<file path="src/rtl/core/tpr_pkg.sv">
`default_nettype none

package tpr_pkg;

    // word and table geometry
    localparam int COLOR_W           = 16;
    localparam int INDEX_W           = 8;
    localparam int THEME_W           = 2;
    localparam int ACTION_W          = 3;
    localparam int THEME_COUNT       = 2;
    localparam int ENTRIES_PER_THEME = 256;
    localparam int STORE_DEPTH       = THEME_COUNT * ENTRIES_PER_THEME;
    localparam int ADDR_W            = $clog2(STORE_DEPTH);

    // bit 15 marks a direct colour, a reference keeps its low byte
    localparam int                 DIRECT_BIT = COLOR_W - 1;
    localparam logic [COLOR_W-1:0] REF_MASK   = 16'h00FF;

    // default length of the hop counter
    localparam int HOP_COUNTER_START_DEF = 5;

    // action codes
    typedef enum logic [ACTION_W-1:0] {
        ACT_RESOLVE = 3'd0,
        ACT_WRITE   = 3'd1,
        ACT_SELECT  = 3'd2,
        ACT_TOGGLE  = 3'd3,
        ACT_QUERY   = 3'd4
    } action_t;

    // controller to datapath
    typedef struct packed {
        logic load;
        logic read;
        logic take;
        logic kill;
        logic finish;
    } tpr_cmd_t;

    // datapath to controller
    typedef struct packed {
        logic in_is_resolve;
        logic chain_stop;
        logic hop_last;
        logic slot_free;
    } tpr_status_t;

endpackage

`default_nettype wire

</file>
<file path="src/rtl/core/tpr_ctrl.sv">
`default_nettype none

module tpr_ctrl (
    input  wire logic                 clk,
    input  wire logic                 rst_n,
    input  wire logic                 in_valid,
    output logic                      in_ready,
    input  wire tpr_pkg::tpr_status_t status,
    output tpr_pkg::tpr_cmd_t         cmd
);

    import tpr_pkg::*;

    typedef enum logic [1:0] {
        ST_IDLE,
        ST_CHECK,
        ST_WAIT,
        ST_FINISH
    } state_t;

    state_t state_reg, state_next;

    // next state and commands
    always_comb
    begin
        state_next = state_reg;
        cmd        = '0;
        case (state_reg)
            ST_IDLE:
            begin
                if (in_valid)
                begin
                    cmd.load   = 1'b1;
                    state_next = status.in_is_resolve ? ST_CHECK : ST_FINISH;
                end
            end
            ST_CHECK:
            begin
                if (status.chain_stop)
                begin
                    state_next = ST_FINISH;
                end
                else if (status.hop_last)
                begin
                    cmd.kill   = 1'b1;
                    state_next = ST_FINISH;
                end
                else
                begin
                    cmd.read   = 1'b1;
                    state_next = ST_WAIT;
                end
            end
            ST_WAIT:
            begin
                cmd.take   = 1'b1;
                state_next = ST_CHECK;
            end
            ST_FINISH:
            begin
                if (status.slot_free)
                begin
                    cmd.finish = 1'b1;
                    state_next = ST_IDLE;
                end
            end
            default:
            begin
                state_next = ST_IDLE;
            end
        endcase
    end

    // state register
    always_ff @(posedge clk or negedge rst_n)
    begin
        if (!rst_n)
        begin
            state_reg <= ST_IDLE;
        end
        else
        begin
            state_reg <= state_next;
        end
    end

    assign in_ready = (state_reg == ST_IDLE);

endmodule

`default_nettype wire

</file>
<file path="config.mk">
export PLATFORM = sky130hd
export DESIGN_NAME = tpr_ctrl
export DESIGN_NICKNAME = d
export VERILOG_FILES = /design/src/rtl/core/tpr_pkg.sv /design/src/rtl/core/tpr_ctrl.sv
export SDC_FILE = /design/constraint.sdc
export NUM_CORES = 1
export LEC_CHECK = 0
export BUFFER_PORTS_ARGS = -buffer_cell sky130_fd_sc_hd__buf_2
export CAP_MARGIN = 20
export CORE_AREA = 2 2 39 41
export DETAILED_ROUTE_END_ITERATION = 10
export DIE_AREA = 0 0 41 43
export PLACE_DENSITY_LB_ADDON = 0.3
export SYNTH_ARGS = -nofsm -noshare
export SYNTH_HDL_FRONTEND = slang
export SYNTH_SLANG_ARGS = --single-unit
</file>
<file path="constraint.sdc">
create_clock -name clk -period 1.8 [get_ports clk]
set_input_delay 0.09 -clock clk [delete_from_list [all_inputs] [get_ports clk]]
set_output_delay 0.09 -clock clk [all_outputs]
set_load 0.1 [all_outputs]
</file>
* Word-level counts from Yosys, hierarchy flattened
Index checks and enable logic that the tools add are counted.
** Cells by class
- Reduce and logical (&&, ||, !) cells :: 2
- Equality and inequality tests :: 5
- Muxes and demuxes :: 17
** Operators by type and width (number)
- $mux W1 :: 12
- $mux W2 :: 4
- $pmux W2 S4 :: 1
- $eq A2 B2 Y1 const B :: 2
- $ne A2 B2 Y1 const B :: 2
- $eq A2 B1 Y1 const B :: 1
- $logic_not A2 Y1 :: 1
- $reduce_and A2 Y1 :: 1
** Storage, ports and cells
- Bits in registers :: 2
- Logic and storage cells :: 25
- Input port bits :: 7
- Output and inout port bits :: 6

* Longest topological paths before layout
- Depth after elaboration :: 3
- Depth in mapped cells :: 3
- Mapped depth without buffers :: 3

* Least setup slack after synthesis
OpenSTA, ideal clock, no wires.
- Kind :: register to output
- Start :: register state_reg[1]
- End :: output port cmd[4] (netlist bit)
- Path slack :: -0.942 ns
- Path buffers :: 0
- Data arrival time :: 2.652 ns
- Cell stages (with the launch flop) :: 3
- Data required time :: 1.710 ns
- Path through :: dfrtp_1 -> nor2_1 -> and2_1
** RTL lines
- start: declaration :: RTL line tpr_ctrl.sv:21 : state_t state_reg, state_next;
- start signal: assignment :: RTL line tpr_ctrl.sv:83 : state_reg <= state_next;
- end: declaration :: RTL line tpr_ctrl.sv:9 : output tpr_pkg::tpr_cmd_t cmd

==> impl_metrics.toml <==
[setup_path]
worstPathArrival_ns = 1.48
cp_slowest_stage_delay_ns = 0.46
cp_cell_sequence = "inv_2 > nor4b_2 > buf_2"
r2r-start = "state_reg[0]"
required_ns = 1.71
critPathMaxFanout = 7
critPathKind = "flip-flop to output port"
start_kind = "flip-flop"
crit_start = "state_reg[0]"
critPathSlowestCell = "buf_2"
end_kind = "output port"

[grt]
grt_pass1_vias = 162
gr-usage-met2_pct = 6.875
grtUsageMet1_pct = 8.360
busiest_layer = "met1"
grt_pass1_wl_um = 676
met3_usage_pct = 2.094
grt_max_degree = 9
grt.total_usage_pct = 6.426
antenna_found_initial = 0
overflow = 0

[floorplanning]
io-pin-count = 13
dieHeight_um = 43
start_util_pct = 10.94
die_area_sq_um = 1763
die_x_um = 41
coreArea_sq_um = 1384
rows = 14

[cells_and_area]
drive_gt1_share_pct = 66.67
fillCellCount = 149
num_antenna_cells = 0
synthToLayoutAreaGrowth_pct = 76.03
multiInputGateArea_sq_um = 96.34
regArea_sq_um = 50.05
largest_reg_flops = 2
nNetsFinal = 42

[route]
wirelength_um = 471
postRouteAntennaNets = 0
via_per_inst = 3.592
drt-pass1-iter-count = 2
drc = 0
vias = 176
routedWlPerCell_um = 9.612
drt_iter0_markers = 1

[place]
place_congestion = 0.6126
dp_hpwl_um = 373.3
io_buffers = 12
place_ws_ns = 0.4477

[yosys]
postSynthAreaPerCell_sq_um = 8.906
synth_top_area_share_pct = 33.06
ys_ff_latch = 2
synth_seq_area_share_pct = 33.06
synth_edf_count = 0
synth-compound-area-share_pct = 12.40
async_reset_ff_share_pct = 100.0
synth_cells = 17
synth_top_family_by_area = "simple AND/OR/NAND/NOR gates"
synth-adder-area-share_pct = 0
synth_common_cells = "2 x dfrtp_1, 2 x nand2_1, 2 x nor2_1"
ys_types = 14
synth_mux_area_share_pct = 0
yosys_warnings = 0
synth_area_leader_cell = "dfrtp_1"
synth-xor-area-share_pct = 0
synth_nets = 24
synth-simple-area-share_pct = 49.59
mappedNetlistArea_sq_um = 151.4
yosys-top-cells-area = "dfrtp_1 33%, nor4b_2 9.9%, nor4_2 8.3%"
ys.flop_type = "dfrtp_1"

[min_path]
hold_path_startpoint = "status[0]"
hp-class = "primary input to flip-flop"

[timing]
skew_ns = 0.0004905
hold_viol_final = 0
rsz0062_at_grt = "false"
drv_slew = 0
fmax_mhz = 635.0
holdWs_ns = 0.09951
setup-violations-final = 0
setup_ws_ns = 0.2252
max_slew_margin_pct = 67.60
post-route-min-period_ns = 1.575
fin_crit_sh_pct = 87.49
worstMarginPinSlew_ns = 0.4894

[clock_network]
root_buffer = "clkbuf_4"
clkTransAtPathRegs_ns = 0.03
clock_path_buffers = 2
cts_inserted_buffers = 3
cts_resized = 0
cts.sinks = 2
cts_max_level = 1
clk_latency_ns = 0.22
cts_tree = "done"

[job]
maxCapViolCount = 0

[run_status]
status = "finished, final reports clean"
==> worst paths after layout <==
check,end,slack [ns],cells past startpoint
min reg2reg,state_reg[1],0.64,1
max,cmd[1],0.23,3
max in group asynchronous,state_reg[0],1.50,2
max reg2reg,state_reg[0],0.81,3
min in group asynchronous,state_reg[1],0.20,2
min,state_reg[1],0.1,2
==> critical path: cells and delay by family, from the launching register on <==
| family | cells | cell delay [ns] |
|---|---|---|
| DFF | 1 | 0.45 |
| and+or+nand+nor | 1 | 0.25 |
| buffers and inverters | 2 | 0.56 |
==> logic make-up (layout without fill, tap and decap cells) <==
logic type | after synthesis | count (layout)
buffers and inverters | 2 | 18
AND/OR/NAND/NOR | 10 | 10
AO/OA/AOI/OAI | 3 | 3
flip-flops | 2 | 2
==> cell type report <==
type | count | area share (%)
Multi-Input combinational cell | 13 | 36.15
Timing Repair Buffer | 13 | 26.29
Sequential cell | 2 | 18.78
Clock buffer | 3 | 8.451
Tap cell | 16 | 7.512
Inverter | 2 | 2.817
==> layout by cell type (no fill, tap or decap), drive strengths merged <==
| cell | netlist | layout |
|---|---|---|
| o22ai | 1 | 1 |
| nor4 | 1 | 1 |
| inv | 2 | 2 |
| a21oi | 1 | 1 |
| nor4b | 1 | 1 |
| dlygate4sd3 | 0 | 1 |
| clkbuf | 0 | 3 |
| and2 | 1 | 1 |
| buf | 0 | 12 |
| and3 | 1 | 1 |
| nand2 | 2 | 2 |
| dfrtp | 2 | 2 |
| and2b | 1 | 1 |
| nor3 | 1 | 1 |
| o31ai | 1 | 1 |
| nor2 | 2 | 2 |
==> routing by layer <==
| layer | part of all wire, % | vias up |
|---|---|---|
| met3 | 11 | 0 |
| met4 | 0 | 0 |
| li1 | - | 92 |
| met1 | 53 | 71 |
| met5 | 0 | - |
| met2 | 36 | 13 |
==> metrics by stage <==
step	instance area (sq um)	util, %	setup TNS [ns]	std cells
6_report	266.5	19.26	0	49
5_1_grt	266.5	19.26	0	49
4_1_cts	266.5	19.26	0	49
2_1_floorplan	153.9	-	-1.504	17
3_5_place_dp	234.0	16.91	0	45
3_3_place_gp	234.0	16.91	0	45
==> repair_timing <==
item                                    4_1_cts  5_1_grt
hold buffers                                  1        0
buffers inserted                              0        0
hold endpoints to repair                      2        0
endpoints found under the setup margin        0        0
Power is not shown: default switching activity piles up to over one toggle a cycle in this logic, so the estimate is an artifact.
